==> src/design/dwg_pkg.sv <==
// Shared constants, types and the sine table of the waveform table generator.
package dwg_pkg;

	localparam int TABLE_SAMPLES = 32;
	localparam int CLOCK_HZ = 64000000;
	localparam int FAST_FREQ_HZ = 100000;
	localparam int VREF_MIN_MV = 100;
	localparam int VREF_DEFAULT_MV = 3300;
	localparam int FULL_CODE = 4095;
	localparam int SCALE_SHIFT_HI = 20;  // 4095*256 = 2^20 - 2^8
	localparam int SCALE_SHIFT_LO = 8;
	localparam int RELOAD_MAX = 2097151;

	localparam int WAVE_W = 8;
	localparam int FREQ_W = 22;
	localparam int MV_W = 14;
	localparam int VREF_W = 13;
	localparam int SAMPLE_W = 12;
	localparam int POS_W = $clog2(TABLE_SAMPLES);
	localparam int RELOAD_W = 21;
	localparam int CODE_W = 26;
	localparam int SINE_W = 17;
	localparam int PROD_W = CODE_W + SINE_W;
	localparam int VAL_W = 30;
	localparam int SVAL_W = 36;

	localparam int DIVIDEND_W = 34;
	localparam int DIVISOR_W = 27;
	localparam int DIV_STEPS = DIVIDEND_W;
	localparam int STEP_W = $clog2(DIV_STEPS);

	localparam logic signed [SVAL_W-1:0] CODE_MAX = 36'sd33554431;
	localparam logic signed [SVAL_W-1:0] CODE_MIN = -36'sd33554432;

	localparam logic [WAVE_W-1:0] WAVE_SINE = 8'd1;
	localparam logic [WAVE_W-1:0] WAVE_TRIANGLE = 8'd2;
	localparam logic [WAVE_W-1:0] WAVE_SQUARE = 8'd3;

	typedef enum logic [1:0] {
		DIV_OFFSET = 2'd0,
		DIV_AMPL = 2'd1,
		DIV_RELOAD = 2'd2
	} div_sel_t;

	typedef struct packed {
		logic load;
		logic div_start;
		div_sel_t div_sel;
		logic div_store;
		logic mul;
		logic emit;
		logic next;
	} dwg_cmd_t;

	typedef struct packed {
		logic div_done;
		logic rate_err;
		logic last;
	} dwg_stat_t;

	// Q1.15 sine, one full period over 32 entries.
	function automatic logic signed [SINE_W-1:0] sine_q15(input logic [4:0] k);
		logic signed [SINE_W-1:0] s;
		unique case (k)
			5'd0:  s = 17'sd0;
			5'd1:  s = 17'sd6393;
			5'd2:  s = 17'sd12540;
			5'd3:  s = 17'sd18205;
			5'd4:  s = 17'sd23170;
			5'd5:  s = 17'sd27246;
			5'd6:  s = 17'sd30274;
			5'd7:  s = 17'sd32138;
			5'd8:  s = 17'sd32767;
			5'd9:  s = 17'sd32138;
			5'd10: s = 17'sd30274;
			5'd11: s = 17'sd27246;
			5'd12: s = 17'sd23170;
			5'd13: s = 17'sd18205;
			5'd14: s = 17'sd12540;
			5'd15: s = 17'sd6393;
			5'd16: s = 17'sd0;
			5'd17: s = -17'sd6393;
			5'd18: s = -17'sd12540;
			5'd19: s = -17'sd18205;
			5'd20: s = -17'sd23170;
			5'd21: s = -17'sd27246;
			5'd22: s = -17'sd30274;
			5'd23: s = -17'sd32138;
			5'd24: s = -17'sd32767;
			5'd25: s = -17'sd32138;
			5'd26: s = -17'sd30274;
			5'd27: s = -17'sd27246;
			5'd28: s = -17'sd23170;
			5'd29: s = -17'sd18205;
			5'd30: s = -17'sd12540;
			5'd31: s = -17'sd6393;
			default: s = 17'sd0;
		endcase
		return s;
	endfunction

endpackage

==> src/design/dwg_if.sv <==
// Request and sample channel interfaces of the waveform table generator.
interface dwg_req_if import dwg_pkg::*; ();
	logic valid;
	logic ready;
	logic [WAVE_W-1:0] waveform;
	logic [FREQ_W-1:0] freq_hz;
	logic signed [MV_W-1:0] offset_mv;
	logic signed [MV_W-1:0] amplitude_mv;
	logic [VREF_W-1:0] vref_mv;

	modport source (output valid, waveform, freq_hz, offset_mv, amplitude_mv, vref_mv,
		input ready);
	modport sink (input valid, waveform, freq_hz, offset_mv, amplitude_mv, vref_mv,
		output ready);
endinterface

interface dwg_smp_if import dwg_pkg::*; ();
	logic valid;
	logic ready;
	logic [SAMPLE_W-1:0] sample;
	logic [POS_W-1:0] sample_index;
	logic last;
	logic [RELOAD_W-1:0] timer_reload;
	logic rate_error;

	modport source (output valid, sample, sample_index, last, timer_reload, rate_error,
		input ready);
	modport sink (input valid, sample, sample_index, last, timer_reload, rate_error,
		output ready);
endinterface

==> src/design/dwg_div.sv <==
// Restoring unsigned divider, one quotient bit per cycle.
module dwg_div import dwg_pkg::*; (
	input  logic clk,
	input  logic arst_n,
	input  logic start,
	input  logic [DIVIDEND_W-1:0] dividend,
	input  logic [DIVISOR_W-1:0] divisor,
	output logic done,
	output logic [DIVIDEND_W-1:0] quotient,
	output logic rem_nonzero
);

	logic busy_q;
	logic done_q;
	logic [STEP_W-1:0] cnt_q;
	logic [DIVIDEND_W-1:0] quo_q;
	logic [DIVISOR_W-1:0] rem_q;
	logic [DIVISOR_W-1:0] den_q;
	logic [DIVISOR_W:0] trial;
	logic fits;

	assign trial = {rem_q, quo_q[DIVIDEND_W-1]};
	assign fits = trial >= {1'b0, den_q};

	always_ff @(posedge clk or negedge arst_n) begin
		if (!arst_n) begin
			busy_q <= 1'b0;
			done_q <= 1'b0;
			cnt_q <= '0;
		end else begin
			done_q <= 1'b0;
			if (start) begin
				busy_q <= 1'b1;
				cnt_q <= STEP_W'(DIV_STEPS - 1);
			end else if (busy_q) begin
				cnt_q <= cnt_q - 1'b1;
				if (cnt_q == '0) begin
					busy_q <= 1'b0;
					done_q <= 1'b1;
				end
			end
		end
	end

	always_ff @(posedge clk) begin
		if (start) begin
			quo_q <= dividend;
			rem_q <= '0;
			den_q <= divisor;
		end else if (busy_q) begin
			// The remainder stays below the divisor, so it fits the divisor width.
			rem_q <= fits ? DIVISOR_W'(trial - {1'b0, den_q}) : trial[DIVISOR_W-1:0];
			quo_q <= {quo_q[DIVIDEND_W-2:0], fits};
		end
	end

	assign done = done_q;
	assign quotient = quo_q;
	assign rem_nonzero = |rem_q;

endmodule

==> src/design/dwg_datapath.sv <==
// Scaling, reload and sample datapath of the waveform table generator.
module dwg_datapath import dwg_pkg::*; (
	input  logic clk,
	input  logic arst_n,
	input  dwg_cmd_t cmd,
	output dwg_stat_t stat,
	input  logic [WAVE_W-1:0] waveform,
	input  logic [FREQ_W-1:0] freq_hz,
	input  logic signed [MV_W-1:0] offset_mv,
	input  logic signed [MV_W-1:0] amplitude_mv,
	input  logic [VREF_W-1:0] vref_mv,
	output logic [SAMPLE_W-1:0] sample,
	output logic [POS_W-1:0] sample_index,
	output logic last,
	output logic [RELOAD_W-1:0] timer_reload,
	output logic rate_error
);

	logic [WAVE_W-1:0] wave_q;
	logic signed [MV_W-1:0] offs_q;
	logic signed [MV_W-1:0] ampl_q;
	logic [VREF_W-1:0] vref_q;
	logic [DIVISOR_W-1:0] rate_q;
	logic fast_q;
	logic err_q;
	logic [POS_W-1:0] pos_q;
	logic signed [CODE_W-1:0] center_q;
	logic signed [CODE_W-1:0] swing_q;
	logic [RELOAD_W-1:0] reload_q;
	logic signed [PROD_W-1:0] prod_s1;
	logic [SAMPLE_W-1:0] sample_q;

	logic in_fast;
	logic [DIVISOR_W-1:0] in_rate;
	logic mv_neg;
	logic [MV_W-1:0] mv_mag;
	logic [DIVIDEND_W-1:0] dividend;
	logic [DIVISOR_W-1:0] divisor;
	logic div_done;
	logic [DIVIDEND_W-1:0] div_quo;
	logic div_rnz;
	logic signed [SVAL_W-1:0] quo_signed;
	logic signed [SVAL_W-1:0] scaled;
	logic [CODE_W-1:0] scaled_sat;
	logic [DIVIDEND_W-1:0] reload_raw;

	logic first_half;
	logic pos_last;
	logic signed [6:0] tri_down;
	logic signed [SINE_W-1:0] mul_op;
	logic [4:0] sine_k;
	logic [3:0] shift_amt;
	logic signed [PROD_W-1:0] prod_shift;
	logic signed [VAL_W-1:0] part;
	logic signed [VAL_W-1:0] c30;
	logic signed [VAL_W-1:0] s30;
	logic signed [VAL_W-1:0] val;
	logic [SAMPLE_W-1:0] code;

	// Request capture: table length, sample rate and rate check.
	assign in_fast = freq_hz >= FREQ_W'(FAST_FREQ_HZ);
	assign in_rate = in_fast ? {1'b0, freq_hz, 4'b0} : {freq_hz, 5'b0};

	always_ff @(posedge clk) begin
		if (cmd.load) begin
			wave_q <= waveform;
			offs_q <= offset_mv;
			ampl_q <= amplitude_mv;
			vref_q <= (vref_mv <= VREF_W'(VREF_MIN_MV)) ? VREF_W'(VREF_DEFAULT_MV) : vref_mv;
			rate_q <= in_rate;
			fast_q <= in_fast;
			err_q <= (freq_hz == '0) || (in_rate > DIVISOR_W'(CLOCK_HZ));
		end
	end

	// Divider operands: scaled magnitude over the reference, or clock over rate.
	assign mv_neg = (cmd.div_sel == DIV_AMPL) ? ampl_q[MV_W-1] : offs_q[MV_W-1];
	assign mv_mag = (cmd.div_sel == DIV_AMPL)
		? (ampl_q[MV_W-1] ? MV_W'(-ampl_q) : ampl_q)
		: (offs_q[MV_W-1] ? MV_W'(-offs_q) : offs_q);

	always_comb begin
		unique case (cmd.div_sel)
			DIV_OFFSET, DIV_AMPL: begin
				dividend = (DIVIDEND_W'(mv_mag) << SCALE_SHIFT_HI)
					- (DIVIDEND_W'(mv_mag) << SCALE_SHIFT_LO);
				divisor = DIVISOR_W'(vref_q);
			end
			DIV_RELOAD: begin
				dividend = DIVIDEND_W'(CLOCK_HZ);
				divisor = rate_q;
			end
			default: begin
				dividend = '0;
				divisor = DIVISOR_W'(1);
			end
		endcase
	end

	dwg_div u_div (
		.clk(clk),
		.arst_n(arst_n),
		.start(cmd.div_start),
		.dividend(dividend),
		.divisor(divisor),
		.done(div_done),
		.quotient(div_quo),
		.rem_nonzero(div_rnz)
	);

	// Floor division of a negative value rounds the magnitude quotient up.
	assign quo_signed = $signed({2'b00, div_quo});
	assign scaled = mv_neg ? -(quo_signed + $signed({35'd0, div_rnz})) : quo_signed;
	assign scaled_sat = (scaled > CODE_MAX) ? CODE_MAX[CODE_W-1:0]
		: (scaled < CODE_MIN) ? CODE_MIN[CODE_W-1:0] : scaled[CODE_W-1:0];
	assign reload_raw = div_quo - DIVIDEND_W'(1);

	always_ff @(posedge clk or negedge arst_n) begin
		if (!arst_n) begin
			pos_q <= '0;
		end else if (cmd.load) begin
			pos_q <= '0;
		end else if (cmd.next) begin
			pos_q <= pos_q + 1'b1;
		end
	end

	always_ff @(posedge clk) begin
		if (cmd.load) begin
			reload_q <= '0;
		end else if (cmd.div_store) begin
			unique case (cmd.div_sel)
				DIV_OFFSET: center_q <= $signed(scaled_sat);
				DIV_AMPL:   swing_q <= $signed(scaled_sat);
				DIV_RELOAD: reload_q <= (reload_raw > DIVIDEND_W'(RELOAD_MAX))
					? RELOAD_W'(RELOAD_MAX) : reload_raw[RELOAD_W-1:0];
				default: ;
			endcase
		end
	end

	// Sample generation: one product per sample, then shift, offset and clamp.
	assign first_half = fast_q ? !pos_q[POS_W-2] : !pos_q[POS_W-1];
	assign pos_last = pos_q == (fast_q ? POS_W'(TABLE_SAMPLES/2 - 1) : POS_W'(TABLE_SAMPLES - 1));
	assign tri_down = $signed({1'b0, pos_q, 1'b0})
		- (fast_q ? 7'sd16 : 7'sd32);
	assign sine_k = fast_q ? {pos_q[3:0], 1'b0} : pos_q;

	always_comb begin
		case (wave_q)
			WAVE_SINE:     mul_op = sine_q15(sine_k);
			WAVE_TRIANGLE: mul_op = first_half ? $signed({{(SINE_W-POS_W){1'b0}}, pos_q})
				: SINE_W'(tri_down);
			default:       mul_op = '0;
		endcase
	end

	always_ff @(posedge clk) begin
		if (cmd.mul) begin
			prod_s1 <= swing_q * mul_op;
		end
	end

	always_comb begin
		if (wave_q == WAVE_SINE) begin
			shift_amt = 4'd15;
		end else if (first_half) begin
			shift_amt = fast_q ? 4'd2 : 4'd3;
		end else begin
			shift_amt = fast_q ? 4'd3 : 4'd4;
		end
	end

	assign prod_shift = prod_s1 >>> shift_amt;
	assign part = prod_shift[VAL_W-1:0];
	assign c30 = VAL_W'(center_q);
	assign s30 = VAL_W'(swing_q);

	always_comb begin
		case (wave_q)
			WAVE_SINE:     val = c30 + part;
			WAVE_TRIANGLE: val = first_half ? c30 - s30 + part : c30 + s30 - part;
			WAVE_SQUARE:   val = first_half ? c30 + s30 : c30 - s30;
			default:       val = c30;
		endcase
	end

	always_comb begin
		if (val[VAL_W-1]) begin
			code = '0;
		end else if (|val[VAL_W-1:SAMPLE_W+8]) begin
			code = SAMPLE_W'(FULL_CODE);
		end else begin
			code = val[SAMPLE_W+7:8];
		end
	end

	always_ff @(posedge clk) begin
		if (cmd.emit) begin
			sample_q <= code;
		end
	end

	assign sample = sample_q;
	assign sample_index = pos_q;
	assign last = pos_last;
	assign timer_reload = reload_q;
	assign rate_error = err_q;

	assign stat.div_done = div_done;
	assign stat.rate_err = err_q;
	assign stat.last = pos_last;

endmodule

==> src/design/dwg_ctrl.sv <==
// Sequencing state machine of the waveform table generator.
module dwg_ctrl import dwg_pkg::*; (
	input  logic clk,
	input  logic arst_n,
	input  logic req_valid,
	output logic req_ready,
	output logic smp_valid,
	input  logic smp_ready,
	output dwg_cmd_t cmd,
	input  dwg_stat_t stat
);

	typedef enum logic [9:0] {
		S_IDLE    = 10'b0000000001,
		S_OFF_GO  = 10'b0000000010,
		S_OFF_RUN = 10'b0000000100,
		S_AMP_GO  = 10'b0000001000,
		S_AMP_RUN = 10'b0000010000,
		S_RLD_GO  = 10'b0000100000,
		S_RLD_RUN = 10'b0001000000,
		S_MUL     = 10'b0010000000,
		S_EMIT    = 10'b0100000000,
		S_WAIT    = 10'b1000000000
	} state_t;

	state_t state_q;
	state_t state_d;

	always_comb begin
		state_d = state_q;
		cmd = '0;
		cmd.div_sel = DIV_OFFSET;
		unique case (state_q)
			S_IDLE: begin
				if (req_valid) begin
					cmd.load = 1'b1;
					state_d = S_OFF_GO;
				end
			end
			S_OFF_GO: begin
				cmd.div_start = 1'b1;
				state_d = S_OFF_RUN;
			end
			S_OFF_RUN: begin
				if (stat.div_done) begin
					cmd.div_store = 1'b1;
					state_d = S_AMP_GO;
				end
			end
			S_AMP_GO: begin
				cmd.div_sel = DIV_AMPL;
				cmd.div_start = 1'b1;
				state_d = S_AMP_RUN;
			end
			S_AMP_RUN: begin
				cmd.div_sel = DIV_AMPL;
				if (stat.div_done) begin
					cmd.div_store = 1'b1;
					// A rejected rate keeps the reload at zero.
					state_d = stat.rate_err ? S_MUL : S_RLD_GO;
				end
			end
			S_RLD_GO: begin
				cmd.div_sel = DIV_RELOAD;
				cmd.div_start = 1'b1;
				state_d = S_RLD_RUN;
			end
			S_RLD_RUN: begin
				cmd.div_sel = DIV_RELOAD;
				if (stat.div_done) begin
					cmd.div_store = 1'b1;
					state_d = S_MUL;
				end
			end
			S_MUL: begin
				cmd.mul = 1'b1;
				state_d = S_EMIT;
			end
			S_EMIT: begin
				cmd.emit = 1'b1;
				state_d = S_WAIT;
			end
			S_WAIT: begin
				if (smp_ready) begin
					if (stat.last) begin
						state_d = S_IDLE;
					end else begin
						cmd.next = 1'b1;
						state_d = S_MUL;
					end
				end
			end
			default: state_d = S_IDLE;
		endcase
	end

	always_ff @(posedge clk or negedge arst_n) begin
		if (!arst_n) begin
			state_q <= S_IDLE;
		end else begin
			state_q <= state_d;
		end
	end

	assign req_ready = state_q == S_IDLE;
	assign smp_valid = state_q == S_WAIT;

`ifndef SYNTH
	a_one_at_a_time: assert property (@(posedge clk) disable iff (!arst_n)
		req_ready |-> !smp_valid)
		else $error("request taken while a sample is pending");

	a_last_frees: assert property (@(posedge clk) disable iff (!arst_n)
		(smp_valid && smp_ready && stat.last) |=> req_ready)
		else $error("block not ready after the final sample");

	a_accept_busy: assert property (@(posedge clk) disable iff (!arst_n)
		(req_valid && req_ready) |=> !req_ready)
		else $error("second request taken before the table ended");
`endif

endmodule

==> src/design/dac_waveform_table_generator_top.sv <==
// Top level of the lookup-table waveform generator for a 12-bit converter.
//
// A request on req carries shape, frequency, offset, amplitude and reference.
// The block answers with one table on smp: 16 samples for 100 kHz and above,
// 32 otherwise, each with its index, a last flag on the final sample, the
// 64 MHz timer reload and the rate error flag (reload 0 on error).
// One request is handled at a time; req.ready is high only while idle.
// A request is captured while idle, then three 34-step divisions run on a shared
// bit-serial divider (offset scale, amplitude scale, reload; the reload one
// is skipped on a rate error) before the first sample is valid. Each sample
// then passes through multiply, clamp and hand over, plus any stall, and
// the next request is taken only after the last sample is handed over.
// When the receiver stalls, the current sample is held unchanged on smp and
// no further work is done. Reset returns the block to idle and drops any
// request in progress.
module dac_waveform_table_generator_top import dwg_pkg::*; (
	input logic clk,
	input logic arst_n,
	dwg_req_if.sink req,
	dwg_smp_if.source smp
);

	dwg_cmd_t cmd;
	dwg_stat_t stat;

	dwg_ctrl u_ctrl (
		.clk(clk),
		.arst_n(arst_n),
		.req_valid(req.valid),
		.req_ready(req.ready),
		.smp_valid(smp.valid),
		.smp_ready(smp.ready),
		.cmd(cmd),
		.stat(stat)
	);

	dwg_datapath u_datapath (
		.clk(clk),
		.arst_n(arst_n),
		.cmd(cmd),
		.stat(stat),
		.waveform(req.waveform),
		.freq_hz(req.freq_hz),
		.offset_mv(req.offset_mv),
		.amplitude_mv(req.amplitude_mv),
		.vref_mv(req.vref_mv),
		.sample(smp.sample),
		.sample_index(smp.sample_index),
		.last(smp.last),
		.timer_reload(smp.timer_reload),
		.rate_error(smp.rate_error)
	);

endmodule

==> src/flat_wrapper.sv <==
// flat-port wrapper written by rule: the top's interface ports become plain ports
module dac_waveform_table_generator_top_flat import dwg_pkg::*;
  (clk, arst_n, req_valid, req_waveform, req_freq_hz, req_offset_mv, req_amplitude_mv, req_vref_mv, req_ready, smp_valid, smp_sample, smp_sample_index, smp_last, smp_timer_reload, smp_rate_error, smp_ready);
  dwg_req_if req_i ();
  dwg_smp_if smp_i ();
  input logic clk;
  input logic arst_n;
  input wire logic [$bits(req_i.valid)-1:0] req_valid;
  input wire logic [$bits(req_i.waveform)-1:0] req_waveform;
  input wire logic [$bits(req_i.freq_hz)-1:0] req_freq_hz;
  input wire logic [$bits(req_i.offset_mv)-1:0] req_offset_mv;
  input wire logic [$bits(req_i.amplitude_mv)-1:0] req_amplitude_mv;
  input wire logic [$bits(req_i.vref_mv)-1:0] req_vref_mv;
  output wire logic [$bits(req_i.ready)-1:0] req_ready;
  output wire logic [$bits(smp_i.valid)-1:0] smp_valid;
  output wire logic [$bits(smp_i.sample)-1:0] smp_sample;
  output wire logic [$bits(smp_i.sample_index)-1:0] smp_sample_index;
  output wire logic [$bits(smp_i.last)-1:0] smp_last;
  output wire logic [$bits(smp_i.timer_reload)-1:0] smp_timer_reload;
  output wire logic [$bits(smp_i.rate_error)-1:0] smp_rate_error;
  input wire logic [$bits(smp_i.ready)-1:0] smp_ready;
  assign req_i.valid = req_valid;
  assign req_i.waveform = req_waveform;
  assign req_i.freq_hz = req_freq_hz;
  assign req_i.offset_mv = req_offset_mv;
  assign req_i.amplitude_mv = req_amplitude_mv;
  assign req_i.vref_mv = req_vref_mv;
  assign req_ready = req_i.ready;
  assign smp_valid = smp_i.valid;
  assign smp_sample = smp_i.sample;
  assign smp_sample_index = smp_i.sample_index;
  assign smp_last = smp_i.last;
  assign smp_timer_reload = smp_i.timer_reload;
  assign smp_rate_error = smp_i.rate_error;
  assign smp_i.ready = smp_ready;
  dac_waveform_table_generator_top u_core (.clk(clk), .arst_n(arst_n), .req(req_i), .smp(smp_i));
endmodule
==> config.mk <==
export PLATFORM = sky130hd
export DESIGN_NAME = dac_waveform_table_generator_top_flat
export DESIGN_NICKNAME = d
export VERILOG_FILES = /design/src/design/dwg_pkg.sv /design/src/design/dwg_if.sv /design/src/design/dwg_div.sv /design/src/design/dwg_datapath.sv /design/src/design/dwg_ctrl.sv /design/src/design/dac_waveform_table_generator_top.sv /design/src/flat_wrapper.sv
export SDC_FILE = /design/constraint.sdc
export NUM_CORES = 2
export LEC_CHECK = 0
export ABC_AREA = 0
export BUFFER_PORTS_ARGS = -buffer_cell sky130_fd_sc_hd__buf_2
export CAP_MARGIN = 20
export CORE_MARGIN = 5
export CORE_UTILIZATION = 50
export CTS_CLUSTER_DIAMETER = 80
export CTS_CLUSTER_SIZE = 24
export DETAILED_ROUTE_END_ITERATION = 10
export PLACE_DENSITY = 0.66
export SLEW_MARGIN = 10
export SYNTH_ARGS = -nofsm -noshare
export SYNTH_HDL_FRONTEND = slang
export SYNTH_SLANG_ARGS = --single-unit
==> constraint.sdc <==
create_clock -name clk -period 16.45 [get_ports clk]
set_input_delay 0.8225 -clock clk [delete_from_list [all_inputs] [get_ports clk]]
set_output_delay 0.8225 -clock clk [all_outputs]
set_load 0.01 [all_outputs]
# --- Yosys cells after proc, flatten, opt, wreduce, memory -nomap -nowiden ---
# Memory sizes are Yosys's and may differ from the RTL's.
# Index checks and enable logic that the tools add are counted.
word_totals:
  latch_bits: 0
  wordCells: 143
  in_bits: 75
  ram_bits: 0
  regBits: 317
  romBits: 544
  n_memories: 1
classes:
  n_reduce_logical: 19
  n_eq_ne: 21
  addsub: 15
  order_cmp: 7
  bitwise_logic: 1
  n_mux: 57
  div: 0
  shift: 1
  n_mul: 1
memory_table:
  columns: ["memory", "depth", "width", "read_ports", "rd_clocked_by_memory_dff", "write_ports", "line", "text"]
  rows:
  - ["(name not given)", 32, 17, 1, 0, 0, "dwg_pkg.sv:64", "unique case (k)"]
ops:
  columns: ["operator", "n"]
  rows:
  - ["case mux 10 bit (10 select lines)", 1]
  - ["case mux 30 bit (3 select lines)", 1]
  - ["2-to-1 mux 34 bit", 2]
  - ["case mux 34 bit (2 select lines)", 1]
  - ["2-to-1 mux 30 bit", 2]
  - ["2-to-1 mux 27 bit", 2]
  - ["case mux 27 bit (2 select lines)", 1]
  - ["2-to-1 mux 26 bit", 2]
  - ["2-to-1 mux 10 bit", 5]
  - ["multiplier 26 x 17 -> 43 bit", 1]
  - [">>> shifter 43 x 4 -> 30 bit", 1]
  - ["2-to-1 mux 14 bit", 3]
  - ["greater-than comparator 36 x 26 -> 1 bit (second input constant)", 1]
  - ["less-than comparator 36 x 26 -> 1 bit (second input constant)", 1]
  - ["2-to-1 mux 36 bit", 1]
  - ["negator 35 -> 36 bit", 1]
  - ["adder 34 x 1 -> 35 bit", 1]
  - ["greater-than comparator 34 x 21 -> 1 bit (second input constant)", 1]
  - ["case mux 17 bit (2 select lines)", 1]
  - ["subtractor 34 x 1 -> 34 bit (second input constant)", 1]
  - ["subtractor 34 x 22 -> 34 bit", 1]
  - ["adder 26 x 30 -> 30 bit", 1]
  - ["adder 30 bit", 1]
  - ["subtractor 30 bit", 1]
  - ["other kinds (52)", 88]

# --- Depth between registers and ports, before layout ---
logic_depth:
  depth_word: 10
  ltp_mapped: 37

# --- By module ---
# From an unflattened synthesis, not the netlist that was laid out.
hier_totals:
  hier_cells: 5068
  hier_area_um2: 43758.2
modules_own_cells:
  columns: ["mod", "area_per_inst_um2", "instances", "cells_each"]
  rows:
  - ["dwg_datapath", 37537.3, 1, 4483]
  - ["dwg_div", 5469.0, 1, 500]
  - ["dwg_ctrl", 752.0, 1, 85]

# --- Worst setup path after synthesis ---
# Ideal clock, no wire load.
synth_timing:
  kind: "register to register"
  startpoint: "reg u_core.u_datapath.pos_q[4] (netlist: u_core.u_datapath.sample_index[4])"
  endpoint: "reg u_core.u_datapath.prod_s1[35], data pin"
  stages_incl_launch_ff: 32
  period_less_slack_ps: 8666
  t_arrival_ps: 8406
  path_buffers: 6
  path_slack_ps: 7784
  cell_sequence: "dfrtp_1 -> buf_2 -> nor2b_1 -> a21o_1 -> clkbuf_1 -> clkbuf_1 -> clkbuf_1 -> buf_1 -> o22ai_1 -> o21ai_1 -> clkbuf_1 -> nand2_1 -> fa_1 -> inv_1 -> fa_1 -> fa_1 -> fa_1 -> fa_1 -> inv_1 -> fa_1 -> inv_1 -> ha_1 -> and3_1 -> a31oi_1 -> o21ai_0 -> or4_1 -> nor2_1 -> nor3b_1 -> a21boi_0 -> o21ai_0 -> a41oi_1 -> xnor2_1"
synth_via:
  elab_chain_cells: 5
synth_rtl:
  columns: ["element", "line", "text"]
  rows:
  - ["start: declaration", "dwg_datapath.sv:26", "logic [POS_W-1:0] pos_q;"]
  - ["start signal: assignment", "dwg_datapath.sv:124", "pos_q <= pos_q + 1'b1;"]
  - ["parallel branches: the longest is 3 deep, another holds memory (32 x 17 bit)", null, null]
  - ["case mux 17 bit (2 select lines) *", "dwg_datapath.sv:150", "case (wave_q)"]
  - ["multiplier 26 x 17 -> 43 bit *", "dwg_datapath.sv:160", "prod_s1 <= swing_q * mul_op;"]
  - ["end signal: assignment", "dwg_datapath.sv:160", null]
  - ["end: declaration", "dwg_datapath.sv:30", "logic signed [PROD_W-1:0] prod_s1;"]
# Mark *: on every way between the ends.
# A chain may end at the register's enable or synchronous reset.

# --- Worst setup path in the final report ---
layout_timing:
  startpoint: "reg u_core.u_datapath.wave_q[3]"
  endpoint: "reg u_core.u_datapath.prod_s1[34], data pin"
layout_via:
  elab_chain_cells: 3
layout_rtl:
  columns: ["element", "line", "text"]
  rows:
  - ["start: declaration", "dwg_datapath.sv:19", "logic [WAVE_W-1:0] wave_q;"]
  - ["start signal: assignment", "dwg_datapath.sv:66", "wave_q <= waveform;"]
  - ["equality test 8 x 2 -> 1 bit / equality test 8 x 1 -> 1 bit (equally long branches)", "dwg_datapath.sv:150", null]
  - ["case mux 17 bit (2 select lines) *", "dwg_datapath.sv:150", null]
  - ["multiplier 26 x 17 -> 43 bit *", "dwg_datapath.sv:160", null]
# Every way passes the cells marked *; elsewhere a longest branch is shown, timed or not.

==> run_results.csv <==
group,metric,value,unit
setup_path,slowest_delay,0.78,ns
timing,setup_viol_count_final,0,
place,place_congestion,0.970,
floorplan,dieArea,0.0902,mm2
floorplan,num_rows,106,
clock_network,ctsResizeCount,0,
layout,layout_commonest_cell,"inv_1",
layout,final-seq-area,0.00874,mm2
setup_path,cp-end-kind,"flip-flop",
drt,via_per_inst,5.84,
timing,post-route-min-period,10.33,ns
timing,rsz0062_at_grt,"no",
clock_network,ctsLongestPathBuffers,3,
yosys,synth_top_cell_by_area,"fa_1",
clock_network,tritoncts,"built",
floorplan,coreArea,0.0837,mm2
setup_path,cp.arrival,10.66,ns
global_route,grt_pass1_wl,199000,um
clock_network,cts-root-buf,"clkbuf_16",
global_route,antenna_found_initial,2,
floorplan,die_y,300,um
yosys,syn-cell-area,0.0422,mm2
layout,n_fill_cell,7837,
setup_path,critPathKind,"flip-flop to flip-flop",
timing,setup_tns,0,ns
layout,multi_input_area,0.0301,mm2
timing,hold_violations,0,
drt,first_pass_iters,6,
yosys,synthFlopType,"edfxtp_1",
setup_path,cp_common_cell,"fa_1",
drt,wl,127000,um
timing,fin_skew,0.0547,ns
yosys,avgSynthCellArea,8.70,um2
power_and_ir_drop,p_per_area,89.2,mW/mm2
yosys,synth-seq-cells,311,
floorplan,ios,117,
clock_network,post_cts_buffers,0,
yosys,mappedNetlistNets,5708,
yosys,synth_warnings,0,
setup_path,required,16.78,ns
global_route,grt_usage,27.7,%
clock_network,hold_buffers,0,
place,port_buffers,116,
yosys,synth_edf_count,240,
setup_path,cp_slowest_cell,"nor2_1",
global_route,grt_max_degree,66,
place,place_area,0.0440,mm2
job,drv_cap,0,
yosys,yosysUniqueCellTypes,106,
yosys,synth.top_cell.area_share,20.7,%
setup_path,r2r_setup_slack,6.12,ns
global_route,grt-ovfl-total,0,
timing,relSlewSlack,18.6,%
place,hpwlAfterDp,99900,um
layout,finalCoreUtilization,53.7,%
power_and_ir_drop,ir_drop,0.135,mV
yosys,synthCells,4845,
layout,layout_common_cells,"inv_1, nand2_1, fa_1",
drt,final_antenna_net_count,0,
power_and_ir_drop,p_leak,21.0,nW
layout,drive_gt1_share,6.90,%
timing,finalCritPeriodShare,62.8,%
setup_path,r2r_cells,28,
yosys,synth-seq-area-share,20.7,%
setup_path,worstPathMaxFanout,26,
floorplan,start_util,50.4,%
timing,fmax,96.8,MHz
clock_network,cts-htree-levels,1,
min_path,worstHoldPathType,"input pin to async pin",
clock_network,clk-insertion-delay-late,0.63,ns
layout,design_area,0.0450,mm2
clock_network,cts_made_buffers,26,
yosys,async_flop_share,7.40,%
floorplan,dieWidth,300,um
drt,drt_iter0_drc,3115,
timing,tightest_slew,1.22,ns
setup_path,start_kind,"flip-flop",
layout,area_delta_synth_final,6.66,%
drt,remaining_drc_errors,0,
setup_path,r2r-start,"u_core.u_datapath.wave_q[3]$_DFFE_PP_",
timing,slew_viol_final,0,
drt,num_vias,35200,
status,outcome,"completed",
drt,wl_per_cell,21.1,um
clock_network,clock-sinks,311,
layout,diodes,0,
setup_path,reg2reg_to,"u_core.u_datapath.prod_s1[34]$_DFFE_PP_",
global_route,grt_pass1_vias,34900,
layout,nNetsFinal,5728,
yosys,yosys-top-cells-area,"fa_1, edfxtp_1, ha_1",
clock_network,cts.reportedPaths.clkPinSlew,0.09,ns
[Yosys cell counts (all sizes together) (12+ instances only)]
cell,count
or3,30
fa,436
nor2,364
o21ai,261
a22oi,13
edfxtp,240
ha,352
nand2,506
a21o,79
buf,30
nand2b,48
o31ai,21
a21boi,18
dfrtp,22
dfxtp,48
mux2,29
o22ai,29
a31o,13
and3,45
nand4,17
a21oi,278
nor2b,59
o21a,27
inv,717
or4,18
xnor2,186
mux2i,70
clkbuf,155
xor2,69
nor3,74
a211oi,36
and2,140
nand3,57
o311ai,12
a311oi,15
o211ai,21
nor4,44
a31oi,35
o41ai,16
or2,23
o21bai,27
[worst max-delay path: cells and delay by family, from the launching register on]
family                     cells  cell delay, ns
and+or+nand+nor                8            3.66
adders and majority gates      7            3.49
AOI/OAI and AO/OA              7            1.84
buffers and inverters          5            0.52
DFF                            1            0.42
xor gates and xnor gates       1            0.13
[how the worst max path moves through the flow]
stage                                              end                                           from  cells past startpoint  slack, ns
2_1_floorplan  u_core.u_datapath.prod_s1[35]$_DFFE_PP_  u_core.u_datapath.sample_index[4]$_DFFE_PN0P_                     31       7.78
3_3_place_gp   u_core.u_datapath.prod_s1[40]$_DFFE_PP_          u_core.u_datapath.wave_q[3]$_DFFE_PP_                     28       6.57
3_5_place_dp   u_core.u_datapath.prod_s1[40]$_DFFE_PP_          u_core.u_datapath.wave_q[3]$_DFFE_PP_                     28       6.40
4_1_cts        u_core.u_datapath.prod_s1[34]$_DFFE_PP_          u_core.u_datapath.wave_q[3]$_DFFE_PP_                     28       6.34
5_1_grt        u_core.u_datapath.prod_s1[35]$_DFFE_PP_          u_core.u_datapath.wave_q[3]$_DFFE_PP_                     28       5.73
6_report       u_core.u_datapath.prod_s1[34]$_DFFE_PP_          u_core.u_datapath.wave_q[3]$_DFFE_PP_                     28       6.12
[metal layers]
layer | track usage [%] | up-vias | routed length, um
met5 | 0 | - | 0
met2 | 46.4 | 1263 | 59600
met3 | 3.63 | 297 | 8620
met1 | 37.1 | 17200 | 52800
met4 | 10.2 | 0 | 5810
li1 | - | 16400 | -
[cell families (layout without fill, tap and decap cells)]
kind of cell    after synthesis  after routing  share of synthesized area (%)
fa+ha+maj                   788            788                           31.2
xor+xnor                    255            255                           5.30
other cells                   1              1                        0.00889
compound gates             1013           1013                           15.5
flops                       311            311                           20.7
buf+inv                     905            945                           8.14
simple gates               1473           1473                           16.7
mux                          99             99                           2.44
[final cells by class]
class	instances	share of cell area (%)
well taps	1134	3.16
clock inverters	20	0.595
inverters	720	6.01
repair buffers	177	2.35
multi-input cells	3629	67.0
flip-flops and latches	311	19.4
clock buffers	28	1.46
[through the flow]
step	hold slack [ns]	setup WS [ns]	power, mW	std cells
finish	0.249	6.12	4.01	6019
detailed placement	0.487	6.40	3.30	5969
CTS	0.215	6.34	4.00	6017
floorplan	0.466	7.78	2.77	4845
global placement	0.487	6.57	3.27	5968
global route	0.249	5.73	4.31	6019
[sequential cells by signal (all words and copies together) (netlist names), 5 cells and up]
signal,flops
u_core.u_ctrl.state_q,10
u_core.u_datapath.ampl_q,14
u_core.u_datapath.prod_s1,41
u_core.u_datapath.u_div.den_q,27
u_core.u_datapath.vref_q,13
u_core.u_datapath.wave_q,8
u_core.u_datapath.sample_index,5
u_core.u_datapath.rate_q,23
u_core.u_datapath.sample,12
u_core.u_datapath.center_q,26
u_core.u_datapath.u_div.cnt_q,6
u_core.u_datapath.timer_reload,21
u_core.u_datapath.offs_q,14
u_core.u_datapath.swing_q,26
u_core.u_datapath.u_div.quotient,34
u_core.u_datapath.u_div.rem_q,27
[report_power, final]
group          internal (mW)  switching, mW  leakage [nW]
clock                  0.322          0.369         0.451
combinational          0.817           1.28          17.6
sequential              1.07          0.150          2.93
No activity file was read; power rests on OpenSTA's default activity.
